==> src/sv/cftp_pkg.sv <==
// shared types and defaults for the can frame text parser
package cftp_pkg;

  localparam int unsigned MaxDataBytesDefault = 8;

  // one character, already decoded
  typedef struct packed {
    logic       is_hex;
    logic [3:0] nibble;
    logic       is_dot;
    logic       is_hash;
    logic       is_remote;
    logic       is_nul;
    logic       dlc_ok;
  } char_info_t;

  // one finished frame
  typedef struct packed {
    logic        frame_ok;
    logic [11:0] msg_id;
    logic        remote_request;
    logic [3:0]  data_length;
    logic [63:0] payload;
  } frame_res_t;

endpackage

==> src/sv/cftp_char_decode.sv <==
// character classifier: hex value and the marker characters of the frame syntax
module cftp_char_decode
  import cftp_pkg::*;
(
  input  logic [7:0] ch_i,
  output char_info_t info_o
);

  localparam logic [7:0] ChZero  = 8'h30;
  localparam logic [7:0] ChNine  = 8'h39;
  localparam logic [7:0] ChUpA   = 8'h41;
  localparam logic [7:0] ChUpF   = 8'h46;
  localparam logic [7:0] ChLowA  = 8'h61;
  localparam logic [7:0] ChLowF  = 8'h66;
  localparam logic [7:0] ChUpR   = 8'h52;
  localparam logic [7:0] ChLowR  = 8'h72;
  localparam logic [7:0] ChDot   = 8'h2E;
  localparam logic [7:0] ChHash  = 8'h23;
  localparam logic [7:0] ChNul   = 8'h00;
  localparam logic [3:0] DlcMax  = 4'd8;
  localparam logic [3:0] LetterOffset = 4'd9;

  logic is_digit;
  logic is_letter;

  always_comb begin
    is_digit  = ch_i inside {[ChZero:ChNine]};
    is_letter = (ch_i inside {[ChUpA:ChUpF]}) || (ch_i inside {[ChLowA:ChLowF]});

    info_o.is_hex    = is_digit || is_letter;
    // 'A'..'F' and 'a'..'f' both have low nibble 1..6
    info_o.nibble    = is_digit ? ch_i[3:0] : ch_i[3:0] + LetterOffset;
    info_o.is_dot    = (ch_i == ChDot);
    info_o.is_hash   = (ch_i == ChHash);
    info_o.is_remote = (ch_i == ChUpR) || (ch_i == ChLowR);
    info_o.is_nul    = (ch_i == ChNul);
    info_o.dlc_ok    = is_digit && (ch_i[3:0] <= DlcMax);
  end

endmodule

==> src/sv/cftp_parse_core.sv <==
// parser state machine: identifier, separator, data bytes and remote dlc
module cftp_parse_core
  import cftp_pkg::*;
#(
  parameter int unsigned MaxDataBytes = MaxDataBytesDefault
) (
  input  logic       clk_i,
  input  logic       rst_ni,
  input  logic       accept_i,
  input  logic       end_of_string_i,
  input  char_info_t info_i,
  output logic       res_valid_o,
  output frame_res_t res_o
);

  typedef enum logic [2:0] {
    PhId, PhHash, PhStart, PhRdlc, PhHi, PhLo, PhDone, PhErr
  } phase_e;

  localparam logic [3:0] MaxBytes = 4'(MaxDataBytes);

  phase_e      phase_q, phase_d;
  logic [1:0]  pos_q, pos_d;
  logic [11:0] id_q, id_d;
  logic        remote_q, remote_d;
  logic [3:0]  count_q, count_d;
  logic [63:0] store_q, store_d;
  logic [3:0]  upper_q, upper_d;
  logic        sep_q, sep_d;
  logic        ends_ok;
  logic [3:0]  count_inc;

  assign count_inc = count_q + 4'd1;

  always_comb begin
    ends_ok = (phase_q == PhStart) || (phase_q == PhRdlc) ||
              (phase_q == PhHi) || (phase_q == PhDone);

    phase_d  = phase_q;
    pos_d    = pos_q;
    id_d     = id_q;
    remote_d = remote_q;
    count_d  = count_q;
    store_d  = store_q;
    upper_d  = upper_q;
    sep_d    = sep_q;

    res_o.frame_ok       = ends_ok;
    res_o.msg_id         = ends_ok ? id_q : '0;
    res_o.remote_request = ends_ok && remote_q;
    res_o.data_length    = ends_ok ? count_q : '0;
    res_o.payload        = (ends_ok && !remote_q) ? store_q : '0;
    res_valid_o          = accept_i && end_of_string_i;

    if (accept_i) begin
      if (end_of_string_i) begin
        phase_d  = PhId;
        pos_d    = '0;
        id_d     = '0;
        remote_d = 1'b0;
        count_d  = '0;
        store_d  = '0;
        upper_d  = '0;
        sep_d    = 1'b0;
      end else if (phase_q == PhDone || phase_q == PhErr) begin
        // string already complete or in error, ignore the rest
      end else if (info_i.is_nul) begin
        phase_d = ends_ok ? PhDone : PhErr;
      end else begin
        case (phase_q)
          PhId: begin
            if (!info_i.is_hex) begin
              phase_d = PhErr;
            end else begin
              id_d  = {id_q[7:0], info_i.nibble};
              pos_d = pos_q + 2'd1;
              if (pos_q == 2'd2) phase_d = PhHash;
            end
          end
          PhHash: begin
            phase_d = info_i.is_hash ? PhStart : PhErr;
          end
          PhRdlc: begin
            if (info_i.dlc_ok) count_d = info_i.nibble;
            phase_d = PhDone;
          end
          PhLo: begin
            if (!info_i.is_hex) begin
              phase_d = PhErr;
            end else begin
              for (int i = 0; i < 8; i++) begin
                if (count_q[2:0] == 3'(i)) store_d[8*i +: 8] = {upper_q, info_i.nibble};
              end
              count_d = count_inc;
              sep_d   = 1'b0;
              phase_d = (count_inc >= MaxBytes) ? PhDone : PhHi;
            end
          end
          PhStart, PhHi: begin
            if (phase_q == PhStart && info_i.is_remote) begin
              remote_d = 1'b1;
              phase_d  = PhRdlc;
            end else if (info_i.is_dot && !sep_q) begin
              sep_d   = 1'b1;
              phase_d = PhHi;
            end else if (!info_i.is_hex) begin
              phase_d = PhErr;
            end else begin
              upper_d = info_i.nibble;
              phase_d = PhLo;
            end
          end
          default: begin
            phase_d = phase_q;
          end
        endcase
      end
    end
  end

  always_ff @(posedge clk_i or negedge rst_ni) begin
    if (!rst_ni) begin
      phase_q  <= PhId;
      pos_q    <= '0;
      id_q     <= '0;
      remote_q <= 1'b0;
      count_q  <= '0;
      store_q  <= '0;
      upper_q  <= '0;
      sep_q    <= 1'b0;
    end else begin
      phase_q  <= phase_d;
      pos_q    <= pos_d;
      id_q     <= id_d;
      remote_q <= remote_d;
      count_q  <= count_d;
      store_q  <= store_d;
      upper_q  <= upper_d;
      sep_q    <= sep_d;
    end
  end

  // data bytes never exceed the configured maximum
  assert property (@(posedge clk_i) disable iff (!rst_ni)
    (!remote_q) |-> (count_q <= MaxBytes))
    else $error("byte count beyond maximum");

  // a remote frame never goes back to reading data bytes
  assert property (@(posedge clk_i) disable iff (!rst_ni)
    remote_q |-> (phase_q == PhRdlc || phase_q == PhDone || phase_q == PhErr))
    else $error("remote frame in data phase");

  // an end item always leaves the parser cleared
  assert property (@(posedge clk_i) disable iff (!rst_ni)
    (accept_i && end_of_string_i) |=> (phase_q == PhId && store_q == '0 && !remote_q))
    else $error("parser not cleared after end item");

endmodule

==> src/sv/cftp_out_stage.sv <==
// result register with a skid entry so the input side keeps flowing
module cftp_out_stage
  import cftp_pkg::*;
(
  input  logic       clk_i,
  input  logic       rst_ni,
  input  logic       res_valid_i,
  input  frame_res_t res_i,
  output logic       full_o,
  output logic       out_valid_o,
  input  logic       out_stall_i,
  output frame_res_t out_o
);

  logic       out_valid_q;
  frame_res_t out_q;
  logic       skid_valid_q;
  frame_res_t skid_q;
  logic       out_free;

  assign out_free    = !out_valid_q || !out_stall_i;
  assign full_o      = skid_valid_q;
  assign out_valid_o = out_valid_q;
  assign out_o       = out_q;

  always_ff @(posedge clk_i or negedge rst_ni) begin
    if (!rst_ni) begin
      out_valid_q  <= 1'b0;
      skid_valid_q <= 1'b0;
    end else if (skid_valid_q) begin
      if (out_free) begin
        out_valid_q  <= 1'b1;
        skid_valid_q <= 1'b0;
      end
    end else if (res_valid_i) begin
      if (out_free) begin
        out_valid_q <= 1'b1;
      end else begin
        skid_valid_q <= 1'b1;
      end
    end else if (out_free) begin
      out_valid_q <= 1'b0;
    end
  end

  always_ff @(posedge clk_i) begin
    if (skid_valid_q) begin
      if (out_free) out_q <= skid_q;
    end else if (res_valid_i) begin
      if (out_free) out_q <= res_i;
      else          skid_q <= res_i;
    end
  end

  assert property (@(posedge clk_i) disable iff (!rst_ni)
    skid_valid_q |-> out_valid_q)
    else $error("skid entry held without an output item");

  // input side is held off while the skid entry is in use
  assert property (@(posedge clk_i) disable iff (!rst_ni)
    skid_valid_q |-> !res_valid_i)
    else $error("result arrived with skid entry full");

  assert property (@(posedge clk_i) disable iff (!rst_ni)
    (out_valid_q && out_stall_i && !skid_valid_q && res_valid_i) |=> skid_valid_q)
    else $error("stalled result lost");

endmodule

==> src/sv/can_frame_text_parser_unit.sv <==
// top level of the can frame text parser: decode, parse state and result register
//
//  channel | direction | handshake                 | fields
//  in      | input     | in_valid_i / in_stall_o   | ch_i, end_of_string_i
//  out     | output    | out_valid_o / out_stall_i | frame_ok_o, msg_id_o,
//          |           |                           | remote_request_o, data_length_o, payload_o
//
// one character item per cycle while in_stall_o is low; the parse state updates at the accepting edge
// an accepted end item's result is registered in the output stage, or in the skid entry if the output is stalled
// reset clears the parser to wait for identifier digits and empties the output
// a stalled output parks one result in a skid entry; in_stall_o rises only
// while that entry is full, so a run of characters keeps going under stall
module can_frame_text_parser_unit
  import cftp_pkg::*;
#(
  parameter int unsigned MaxDataBytes = MaxDataBytesDefault
) (
  input  logic        clk_i,
  input  logic        rst_ni,
  input  logic        in_valid_i,
  output logic        in_stall_o,
  input  logic [7:0]  ch_i,
  input  logic        end_of_string_i,
  output logic        out_valid_o,
  input  logic        out_stall_i,
  output logic        frame_ok_o,
  output logic [11:0] msg_id_o,
  output logic        remote_request_o,
  output logic [3:0]  data_length_o,
  output logic [63:0] payload_o
);

  char_info_t info;
  logic       accept;
  logic       res_valid;
  frame_res_t res;
  frame_res_t out_res;
  logic       full;

  assign in_stall_o = full;
  assign accept     = in_valid_i && !full;

  cftp_char_decode u_decode (
    .ch_i   (ch_i),
    .info_o (info)
  );

  cftp_parse_core #(
    .MaxDataBytes (MaxDataBytes)
  ) u_core (
    .clk_i           (clk_i),
    .rst_ni          (rst_ni),
    .accept_i        (accept),
    .end_of_string_i (end_of_string_i),
    .info_i          (info),
    .res_valid_o     (res_valid),
    .res_o           (res)
  );

  cftp_out_stage u_out (
    .clk_i       (clk_i),
    .rst_ni      (rst_ni),
    .res_valid_i (res_valid),
    .res_i       (res),
    .full_o      (full),
    .out_valid_o (out_valid_o),
    .out_stall_i (out_stall_i),
    .out_o       (out_res)
  );

  assign frame_ok_o       = out_res.frame_ok;
  assign msg_id_o         = out_res.msg_id;
  assign remote_request_o = out_res.remote_request;
  assign data_length_o    = out_res.data_length;
  assign payload_o        = out_res.payload;

endmodule
==> config.mk <==
export PLATFORM = sky130hd
export DESIGN_NAME = can_frame_text_parser_unit
export DESIGN_NICKNAME = d
export VERILOG_FILES = /design/src/sv/cftp_pkg.sv /design/src/sv/cftp_char_decode.sv /design/src/sv/cftp_parse_core.sv /design/src/sv/cftp_out_stage.sv /design/src/sv/can_frame_text_parser_unit.sv
export SDC_FILE = /design/constraint.sdc
export NUM_CORES = 1
export LEC_CHECK = 0
export ABC_AREA = 1
export BUFFER_PORTS_ARGS = -buffer_cell sky130_fd_sc_hd__buf_2
export CORE_MARGIN = 2
export CORE_UTILIZATION = 35
export CTS_CLUSTER_SIZE = 28
export DETAILED_ROUTE_END_ITERATION = 6
export PLACE_DENSITY = 0.56
export SETUP_SLACK_MARGIN = 0.3
export SLEW_MARGIN = 40
export SYNTH_ARGS = -nofsm -noshare
export SYNTH_HDL_FRONTEND = slang
export SYNTH_SLANG_ARGS = --single-unit
==> constraint.sdc <==
create_clock -name clk_i -period 15.65 [get_ports clk_i]
set_input_delay 3.13 -clock clk_i [delete_from_list [all_inputs] [get_ports clk_i]]
set_output_delay 3.13 -clock clk_i [all_outputs]
set_load 0.05 [all_outputs]
==> flow_summary.rst, run 1 <==
.. list-table::
   :header-rows: 1

   * - Metric
     - Value
   * - Total number of H-tree levels
     - 1
   * - Aggregate global routing overflow
     - 0
   * - Count of mapped cells out of synthesis
     - 1093
   * - DRT Wirelength
     - approximately 24 mm
   * - Clock-pin slew reported for the worst setup and hold paths after clock tree synthesis
     - roughly 0.060 ns
   * - Share of the clock period used by the worst path after layout
     - a little under a third
   * - Final sum of negative setup slack
     - 0 ns
   * - Iter 0 DRT Violations
     - between 500 and 600
   * - Final HPWL DP
     - ~15 mm
   * - Post-DRT Antenna Nets
     - 0
   * - Max Root-Sink Buffers
     - 3
   * - Nets in the synthesized netlist
     - around 1100
   * - Routed wire length per instance
     - 14.67 um
   * - Layout Cell Area excl Fill
     - between 10000 and 15000 um2
   * - Post-synthesis sequential area ratio
     - 65.82%
   * - # Max-Cap Violations
     - 0
   * - # setup viols final
     - 0
   * - I/O Pins
     - 97
   * - Worst slew pin tran
     - around 0.8 ns
   * - Count of synthesis-stage warnings from yosys
     - 0
   * - Count of cells along the worst hold path
     - 1
   * - Die width
     - around 180 um
   * - CP required
     - between 15 and 20 ns
   * - Cell with the largest stage delay on the worst path
     - buf_4
   * - Netlist area before placement
     - around 11000 um2
   * - Unrepaired setup endpoints after global routing
     - false
   * - Via total after detailed routing
     - approximately 7300
   * - Distinct cells, synth
     - 33
   * - Initial antenna violation count
     - 0
   * - Sinks on the clock net
     - 257
   * - Worst clock skew
     - roughly 0.0092 ns
   * - DRC
     - 0
   * - EDFF count, synth
     - between 150 and 200
   * - Cell Count Post-Placement
     - roughly 1600
   * - Standby leakage power
     - between 0.005 and 0.006 uW
   * - Slew headroom
     - 46.65%
   * - Final hold violation count
     - 0
   * - Share of flip-flops with an asynchronous set or reset after synthesis
     - about 36%
   * - Post CTS Setup Buffer Count
     - 0
   * - Global-route wire length before repair
     - between 30 and 40 mm
   * - Crit path max fanout
     - between 50 and 60
   * - Type of the most critical hold path
     - flip-flop to flip-flop
   * - DR pass1 iterations
     - 5
   * - PwrDens
     - approximately 160 nW/um2
   * - Via count of the first global-routing pass
     - between 7000 and 8000
   * - Core area
     - 30830 um2
   * - Synthesis-to-finish area growth
     - 15.43%
   * - Share of layout cells above drive strength 1
     - around 16%
   * - Buffer cell driving the clock tree root
     - clkbuf_16
   * - Largest net degree at the start of global routing
     - 84
   * - TritonCTS clock tree
     - built
   * - CP startpoint kind
     - input port
   * - Syn avg cell area
     - between 10 and 15 um2
   * - Total power
     - between 2000 and 2500 uW
   * - Post-synth top area share
     - between 40% and 50%
   * - Maximum clock frequency
     - between 200 and 250 MHz
   * - Final instance count without filler cells
     - 1603
   * - Ant. Diodes
     - 0
   * - Total die area
     - approximately 33000 um2
   * - Top flip-flop cell by instance count after synthesis
     - edfxtp_1
   * - Die Span Y
     - 181.4 um
   * - Leading post-synthesis cells by cell area
     - edfxtp_1 (45%), dfrtp_1 (21%), nand2_1 (14%), inv_1 (3.5%), nor2_1 (3.2%)
   * - Post-synth top area cell
     - edfxtp_1
   * - Num CTS Buffers
     - 26
   * - Maximum vdd drop
     - between 0.00008 and 0.00009 V
   * - Worst path arrival time
     - ~5.1 ns
   * - Clock latency reported for the late side of the worst-skew pair
     - approximately 0.53 ns
   * - Clock period minus worst slack
     - between 4 and 5 ns
   * - Most frequently used cell type in the post-synthesis netlist
     - nand2_1
   * - Quantity of gates resized following cts
     - 0
   * - Number of rows in the core area
     - 64
   * - Type of the setup path with the least slack
     - input port to flip-flop
   * - Cells along the critical path
     - buf_2 -> nand2_1 -> inv_1 -> nor2_1 -> a21oi_4 -> buf_4
   * - Instance area at placement
     - 11810 um2
   * - Initial standard-cell utilization of the core
     - a little over a third
   * - Final weighted congestion in routability-driven placement
     - 0.8622
   * - Vias per std cell
     - approximately 4.6
   * - Max Slew Vio Count
     - 0
   * - Largest stage delay on the critical path
     - 0.68 ns
   * - Worst Reg-to-Reg Cells
     - 8
   * - Net count of the finished layout
     - ~1200
   * - Run status
     - finished, final reports clean
   * - Most frequent cells after synthesis
     - nand2_1 (413), edfxtp_1 (164), inv_1 (102)
   * - Hold buffer count at cts
     - 0
   * - Critical Path Sink Type
     - flip-flop
   * - Port buffer count
     - 96
   * - #FFs+latches synth
     - approximately 260
   * - GRT Util Overall
     - about 15%
-- state kept, by name (all words and copies together) (netlist names) --
signal,flops
u_core.pos_q,2
u_core.id_q,12
u_out.skid_q,82
u_out.out_valid_o,1
u_core.remote_q,1
u_core.store_q,64
u_core.count_q,4
u_core.sep_q,1
u_out.full_o,1
u_core.phase_q,3
u_core.upper_q,4
u_out.out_o,82
-- placed cells by master, fill, tap and decap left out, types with 5 or more instances in the layout --
master / count
a21oi_1: 7
buf_2: 95
clkbuf_1: 8
clkbuf_16: 28
dfrtp_1: 92
edfxtp_1: 164
ha_1: 11
inv_1: 102
inv_2: 8
nand2_1: 413
nand2_2: 6
nand3_1: 25
nand4_1: 5
nor2_1: 92
nor2_2: 15
nor2_4: 5
nor3_1: 5
o21ai_0: 39
o21ai_1: 44
o21ai_2: 5
-- path summary, 6_finish.rpt --
path | slack (ns) | endpoint | startpoint
min in group asynchronous | 2.57 | u_core.id_q[5] | rst_ni
max in group asynchronous | 12.15 | u_out.full_o | rst_ni
max reg2reg | 12.90 | u_out.out_o[78] | u_out.full_o
min | 0.48 | u_core.pos_q[0] | u_core.pos_q[0]
min reg2reg | 0.48 | u_core.pos_q[0] | u_core.pos_q[0]
max | 10.71 | u_out.out_o[78] | end_of_string_i
-- layout make-up --
type | instances | area (um2)
repair buffers | 103 | 554.3
clock inverters | 9 | 116.4
multi-input cells | 689 | 3114
fillers | 3027 | 18110
well taps | 396 | 495.5
inverters | 110 | 412.9
flip-flops and latches | 257 | 7253
clock buffers | 39 | 772.0
-- through the flow --
step / util [%] / worst slack, ns / hold slack, ns
after floorplan: - / 7.536 / 0.4424
after global placement: 38.29 / 9.911 / 0.4662
after detailed placement: 38.31 / 9.796 / 0.4706
after CTS: 41.19 / 10.36 / 0.4818
after global routing: 41.25 / 10.54 / 0.5083
final: 41.25 / 10.71 / 0.4813
-- kinds of logic after synthesis --
| logic type | count (synthesis) | share of synthesized area, % |
|---|---|---|
| adders and majority gates | 11 | 1.249 |
| DFF | 257 | 65.82 |
| and+or+nand+nor | 576 | 21.75 |
| AOI/OAI and AO/OA | 100 | 4.940 |
| xor gates and xnor gates | 2 | 0.1590 |
| buffers and inverters | 147 | 6.087 |
-- where the power goes --
part	total [uW]	internal, uW	switching (uW)	leakage (uW)
Combinational	483	125	358	0.00224
Clock	640	389	250	0.000435
Sequential	914	857	57.1	0.00280
Total	2040	1370	666	0.00547
-- critical path: cells and delay by family --
kind            cells  cell delay (ns)
simple gates        2             0.34
buf+inv             3             1.13
compound gates      1             0.43
-- metal layers --
layer	GRT usage, %	share of wire (%)
met3	2.427	4.6
met5	0	0
met1	19.96	47
met2	24.49	46
met4	3.512	1.7
(Power assumes the default switching activity.)
==> run 2, diff against run 1 <==
Settings changed: ABC_AREA 1 to 0, PLACE_DENSITY 0.56 to 0.57.
Clock period 15.65 ns to 4.3 ns, I/O delays scaled along.
==> flow_summary.rst, run 2 <==
.. list-table::
   :header-rows: 1

   * - Metric
     - Value
   * - Net count of the finished layout
     - 891 (-26%)
   * - Distinct cells, synth
     - 69 (+110%)
   * - Vias per std cell
     - 4.950 (+8.4%)
   * - Type of the setup path with the least slack
     - flip-flop to output port
   * - Syn avg cell area
     - 14.36 um2 (+42%)
   * - Internal power consumption
     - 4849 uW (+250%)
   * - Buffer cell driving the clock tree root
     - clkbuf_16
   * - Sw frac
     - 29.32% (-3.4 points)
   * - R2R Path Start
     - u_out.full_o
   * - Share of layout cells above drive strength 1
     - 31.27% (+15 points)
   * - Number of fill cells in the layout
     - 2902 (-4.1%)
   * - Final instance count without filler cells
     - 1291 (-19%)
   * - Critical Path Sink Type
     - output port
   * - Final HPWL DP
     - 14.83 mm (-0.15%)
   * - Clock period minus worst slack
     - roughly 3 ns
   * - TritonCTS clock tree
     - built
   * - Final weighted congestion in routability-driven placement
     - 0.8326 (-3.4%)
   * - Num CTS Buffers
     - 28 (+7.7%)
   * - Via count of the first global-routing pass
     - 6336 (-12%)
   * - CP required
     - 3.44 ns (-12.36 ns)
   * - Synthesis-to-finish area growth
     - 16.75%
   * - Netlist area before placement
     - 11070 um2 (+0.47%)
   * - Aggregate global routing overflow
     - 0 (unchanged)
   * - DRC
     - 0 (unchanged)
   * - Post-synthesis sequential area ratio
     - 65.51% (-0.31 points)
   * - Post-DRT Antenna Nets
     - 0 (unchanged)
   * - Routed wire length per instance
     - 17.95 um (+22%)
   * - Hold buffer count at cts
     - 0 (unchanged)
   * - Sinks on the clock net
     - 257 (unchanged)
   * - Cell Count Post-Placement
     - 1239 (-20%)
   * - Quantity of gates resized following cts
     - 0 (unchanged)
   * - Die Span Y
     - 181.8 um (+0.23%)
   * - Switching power of the nets
     - 2012 uW (+200%)
   * - Core area
     - 31310 um2 (+1.6%)
   * - Iter 0 DRT Violations
     - 403 (-28%)
   * - Logic gate share of total power
     - 19.3% (-4.4 points)
   * - Total die area
     - 33070 um2 (+0.46%)
   * - Clock latency reported for the late side of the worst-skew pair
     - 0.56 ns (+0.03 ns)
   * - Most used cells in the layout excluding fill and tap cells
     - edfxtp_1 (164), mux2_2 (107), buf_2 (95), dfrtp_1 (92), and2_1 (84)
   * - Share of flip-flops with an asynchronous set or reset after synthesis
     - 36.19% (unchanged)
   * - Type of the most critical hold path
     - input port to async pin
   * - Nets in the synthesized netlist
     - 795 (-29%)
   * - # setup viols final
     - 0 (unchanged)
   * - Final hold violation count
     - 0 (unchanged)
   * - CP startpoint kind
     - flip-flop
   * - Instance area at placement
     - 12010 um2 (+1.7%)
   * - Max Slew Vio Count
     - 0 (unchanged)
   * - Run status
     - finished, final reports clean
   * - GRT Util Overall
     - 14.02% (-0.61 points)
   * - Portion of total power attributed to the clock network
     - 34.1% (+2.7 points)
   * - Die width
     - 181.8 um (+0.23%)
   * - Worst Reg-to-Reg Cells
     - 6 (-2)
   * - Worst R2R End
     - u_core.store_q[35]
   * - Top flip-flop cell by instance count after synthesis
     - edfxtp_1
   * - Crit path max fanout
     - 63 (+11%)
   * - Global-route wire length before repair
     - 36.60 mm (-6.1%)
   * - Worst setup path start
     - u_out.full_o
   * - Worst slew pin tran
     - 0.8110 ns (+0.01079 ns)
   * - EDFF count, synth
     - 164 (unchanged)
   * - Count of mapped cells out of synthesis
     - 771 (-29%)
   * - # Max-Cap Violations
     - 0 (unchanged)
   * - Final sum of negative setup slack
     - 0 ns (unchanged)
   * - DR pass1 iterations
     - 5 (unchanged)
   * - Max Root-Sink Buffers
     - 3 (unchanged)
   * - #FFs+latches synth
     - 257 (unchanged)
   * - Share of the clock period used by the worst path after layout
     - 70.32%
   * - Maximum clock frequency
     - 330.7 MHz
   * - Unrepaired setup endpoints after global routing
     - false
   * - Layout Cell Area excl Fill
     - 12920 um2 (+1.6%)
   * - Maximum vdd drop
     - 0.0002938 V (+230%)
   * - Ant. Diodes
     - 0 (unchanged)
   * - Total power
     - 6860 uW (+240%)
   * - Worst clock skew
     - 0.03274 ns (+0.02353 ns)
   * - PwrDens
     - 530.8 nW/um2 (+230%)
   * - Proportion of power drawn by flip-flops and latches
     - 46.5% (+1.6 points)
   * - Clock-pin slew reported for the worst setup and hold paths after clock tree synthesis
     - 0.06 ns (about the same)
   * - Setup crit end
     - in_stall_o
   * - Worst reg2reg setup slack
     - 1.48 ns (-11.42 ns)
   * - Via total after detailed routing
     - 6390 (-13%)
   * - Most frequent cells after synthesis
     - edfxtp_1 (164), mux2_2 (107), dfrtp_1 (93)
   * - Most frequently used cell type in the post-synthesis netlist
     - edfxtp_1
   * - Initial antenna violation count
     - 0 (unchanged)
   * - Worst path arrival time
     - 2.16 ns (-2.93 ns)
   * - DRT Wirelength
     - 23.17 mm (-1.4%)
   * - Post-synth top area share
     - 44.49% (-0.21 points)
   * - Min Hold Slack
     - 0.3494 ns (-0.1319 ns)
   * - Total number of H-tree levels
     - 1 (unchanged)
   * - Number of rows in the core area
     - 65 (+1.6%)
   * - Leading post-synthesis cells by cell area
     - edfxtp_1 (44%), dfrtp_1 (21%), mux2_2 (11%), and2_1 (4.7%), o21ai_0 (1.7%)
   * - Count of synthesis-stage warnings from yosys
     - 0 (unchanged)
   * - Post CTS Setup Buffer Count
     - 0 (unchanged)
   * - Standby leakage power
     - 0.005283 uW (-3.4%)
   * - Slew headroom
     - 45.73% (-0.92 points)
   * - Most common library cell in the layout ignoring fill and taps
     - edfxtp_1
   * - Post-synth top area cell
     - edfxtp_1
   * - I/O Pins
     - 97 (unchanged)
   * - Initial standard-cell utilization of the core
     - 35.35% (-0.39 points)
   * - Port buffer count
     - 96 (unchanged)
   * - Largest net degree at the start of global routing
     - 82 (-2.4%)
## run 2: changes by cell type in the layout (fill, tap and decap cells not counted), sizes merged, moves of 45 or more
cell / before / now
nand2: 420 / 48
mux2: 0 / 115
nor2: 113 / 16
inv: 110 / 15
and2: 0 / 87
o21ai: 88 / 43
## run 2: logic make-up (layout without fill, tap and decap cells)
kind of cell / after synthesis / in the layout / synth area share (%)
AND/OR/NAND/NOR: 203 / 203 / 10.78
buffers and inverters: 58 / 176 / 2.193
flip-flops: 257 / 257 / 65.51
multiplexers: 130 / 130 / 13.06
XOR/XNOR: 3 / 3 / 0.2374
adder cells (fa/ha/maj): 11 / 11 / 1.243
AO/OA/AOI/OAI: 109 / 109 / 6.974
## run 2: layout make-up
class	count	area, um2	area share, %
clock inverters	6	78.83	0.6099
repair buffers	109	600.6	4.647
clock buffers	46	830.8	6.429
flip-flops and latches	257	7256	56.14
inverters	15	56.30	0.4357
multi-input cells	456	3598	27.84
well taps	402	503.0	3.892
## run 2: how the worst min path moves through the flow
stage | start | to | depth (start not counted)
floorplan | u_core.store_q[24] | u_core.store_q[24] | 1
global placement | u_core.store_q[29] | u_core.store_q[29] | 1
detailed placement | u_core.store_q[26] | u_core.store_q[26] | 1
CTS | rst_ni | u_core.remote_q | 1
global route | rst_ni | u_core.remote_q | 1
finish | rst_ni | u_core.pos_q[1] | 1
## run 2: power by group through the flow
stage,clock [uW],sequential [uW],combinational (uW)
after global placement,0,3240,1330
final,2340,3190,1330
after detailed placement,0,3250,1340
after global routing,2510,3230,1460
after CTS,2410,3200,1350
after floorplan,0,3400,789
## run 2: through the flow
step	utilization (%)	worst slack [ns]
floorplan	-	0.3131
global placement	38.34	1.022
detailed placement	38.36	0.9819
CTS	41.26	1.004
global route	41.27	1.157
finish	41.27	1.276
## run 2: routing by layer
metal / global-route usage (%) / vias to the layer above / routed length (um)
met5: 0 / - / 0
met3: 2.728 / 28 / 1120
met4: 3.187 / 0 / 321
met1: 19.81 / 3200 / 10860
met2: 22.42 / 142 / 10870
li1: - / 3020 / -
## run 2: critical path: stages, from the launching register on
cell     delay, ns
dfrtp_4       0.65
buf_6         0.55
buf_2         0.38
==> run 3, diff against run 2 <==
Clock period 4.3 ns to 2.45 ns, I/O delays scaled along.
==> flow_summary.rst, run 3 (synthesis results as in run 2) <==
.. list-table::
   :header-rows: 1

   * - Metric
     - Value
   * - Cells along the critical path
     - and2b_2 -> o21ai_4 -> a211o_1 -> or4_4 -> buf_6 -> mux2i_1 -> o21ai_1
   * - Share of the clock period used by the worst path after layout
     - 86.54%
   * - Worst Reg-to-Reg Cells
     - 7 (+1)
   * - Port buffer count
     - 96 (unchanged)
   * - Clock latency reported for the late side of the worst-skew pair
     - 0.53 ns (-0.03 ns)
   * - Via total after detailed routing
     - 6565 (+2.7%)
   * - DR pass1 iterations
     - 6 (+1)
   * - Total number of H-tree levels
     - 1 (unchanged)
   * - Worst clock skew
     - 0.01405 ns (-0.01869 ns)
   * - # setup viols final
     - 0 (unchanged)
   * - Aggregate global routing overflow
     - 0 (unchanged)
   * - Total die area
     - 33070 um2 (unchanged)
   * - Final weighted congestion in routability-driven placement
     - 0.8240 (-1.0%)
   * - Min Hold Slack
     - 0.2701 ns (-0.07933 ns)
   * - Synthesis-to-finish area growth
     - 24.40%
   * - Number of fill cells in the layout
     - 2855 (-1.6%)
   * - I/O Pins
     - 97 (unchanged)
   * - # Max-Cap Violations
     - 0 (unchanged)
   * - Maximum clock frequency
     - 471.6 MHz
   * - Footprint of the multi-input gates
     - 3800 um2 (+5.6%)
   * - Type of the setup path with the least slack
     - flip-flop to flip-flop
   * - Standby leakage power
     - 0.005720 uW (+8.3%)
   * - Vias per std cell
     - 4.867 (-1.7%)
   * - Final HPWL DP
     - 15.81 mm (+6.6%)
   * - DRC
     - 0 (unchanged)
   * - Sequential cell area
     - 7256 um2 (unchanged)
   * - DRT Wirelength
     - 23.59 mm (+1.8%)
   * - Number of rows in the core area
     - 65 (unchanged)
   * - Share of layout cells above drive strength 1
     - 39.43% (+8.2 points)
   * - GRT Util Overall
     - 14.23% (+0.21 points)
   * - CP required
     - 2.86 ns (-0.58 ns)
   * - Sinks on the clock net
     - 257 (unchanged)
   * - Maximum vdd drop
     - 0.0005305 V (+81%)
   * - TritonCTS clock tree
     - built
   * - Die width
     - 181.8 um (unchanged)
   * - Critical Path Sink Type
     - flip-flop
   * - Largest net degree at the start of global routing
     - 65 (-21%)
   * - Count of cells along the worst hold path
     - 3
   * - Type of the most critical hold path
     - input port to flip-flop
   * - Final hold violation count
     - 0 (unchanged)
   * - Cell with the largest stage delay on the worst path
     - or4_4
   * - PwrDens
     - 916.8 nW/um2 (+73%)
   * - Iter 0 DRT Violations
     - 371 (-7.9%)
   * - Buffer cell driving the clock tree root
     - clkbuf_16
   * - Slew headroom
     - 51.37% (+5.6 points)
   * - Clock period minus worst slack
     - ~2.1 ns
   * - Core area
     - 31310 um2 (unchanged)
   * - Most common library cell in the layout ignoring fill and taps
     - edfxtp_1
   * - Net count of the finished layout
     - 950 (+6.6%)
   * - Worst slew pin tran
     - 0.7279 ns (-0.08311 ns)
   * - Worst path arrival time
     - 2.53 ns (+0.37 ns)
   * - Num CTS Buffers
     - 26 (-7.1%)
   * - CP startpoint kind
     - flip-flop
   * - Run status
     - finished, final reports clean
   * - Global-route wire length before repair
     - 37.69 mm (+3.0%)
   * - Initial antenna violation count
     - 1 (+1)
   * - Instance area at placement
     - 12660 um2 (+5.4%)
   * - Largest stage delay on the critical path
     - 0.52 ns (-0.13 ns)
   * - Crit path max fanout
     - 5 (-92%)
   * - Max Slew Vio Count
     - 0 (unchanged)
   * - Most used cells in the layout excluding fill and tap cells
     - edfxtp_1 (164), mux2_2 (107), buf_2 (95), dfrtp_1 (92), and2_1 (84)
   * - Initial standard-cell utilization of the core
     - 35.35% (unchanged)
   * - Via count of the first global-routing pass
     - 6750 (+6.5%)
   * - Max Root-Sink Buffers
     - 3 (unchanged)
   * - Layout Cell Area excl Fill
     - 13770 um2 (+6.6%)
   * - Clock-pin slew reported for the worst setup and hold paths after clock tree synthesis
     - 0.06 ns (about the same)
   * - Routed wire length per instance
     - 17.49 um (-2.6%)
   * - Die Span Y
     - 181.8 um (unchanged)
   * - Unrepaired setup endpoints after global routing
     - true
   * - Post-DRT Antenna Nets
     - 0 (unchanged)
## run 3: per-layer routing
metal  vias to the layer above  global-route usage, %  share of wire [%]
li1                       3142                      -                  -
met1                      3280                  20.07                 48
met2                       109                  22.90                 46
met3                        34                  2.246                3.4
met4                         0                  3.902                1.9
met5                         -                      0                  0
## run 3: cell type report
class | instances | share of cell area [%]
Sequential cell | 257 | 52.69
Antenna cell | 1 | 0.01817
Clock buffer | 39 | 6.215
Tap cell | 402 | 3.653
Multi-Input combinational cell | 456 | 27.59
Timing Repair Buffer | 170 | 8.632
Inverter | 15 | 0.4452
Clock inverter | 9 | 0.7541
## run 3: worst max-delay path: cells and delay by family, from the launching register on
| kind | cells | cell delay, ns |
|---|---|---|
| muxes | 1 | 0.15 |
| DFF | 1 | 0.47 |
| buffers and inverters | 1 | 0.16 |
| and+or+nand+nor | 2 | 0.79 |
| AOI/OAI and AO/OA | 3 | 0.43 |
## run 3: final timing paths
check | start | endpoint | slack, ns
worst max-delay path | u_out.full_o | u_core.store_q[44] | 0.33
worst min-delay path | in_valid_i | u_out.out_valid_o | 0.27
worst max register to register | u_out.full_o | u_core.store_q[44] | 0.33
worst min register to register | u_core.store_q[24] | u_core.store_q[24] | 0.49
max in group asynchronous | rst_ni | u_out.full_o | 1.26
min in group asynchronous | rst_ni | u_core.store_q[41] | 0.46
## run 3: where the power goes
part	total [uW]	internal, uW	switching, uW
combinational	2780	1130	1650
clock	4290	2630	1660
sequential	5560	5240	312
## run 3: per-stage QoR
stage	util [%]	TNS [ns]	power, uW	setup slack, ns	cells
floorplan	-	-44.78	7439	-0.2758	771
global placement	40.44	-0.04678	8305	-0.03943	1289
detailed placement	40.44	-0.5809	8343	-0.09320	1289
CTS	43.71	0	12680	0.2931	1340
global route	43.97	0	13200	0.2604	1348
finish	43.98	0	12620	0.3297	1349
## run 3: repair_timing
| action | 4_1_cts | 5_1_grt |
|---|---|---|
| hold buffers | 1 | 0 |
| cloned | 2 | 0 |
| gates resized for setup | 10 | 14 |
| setup buffers | 0 | 8 |
| hold endpoints to repair | 30 | 0 |
| pin swaps | 6 | 5 |
| setup endpoints to repair | 114 | 120 |
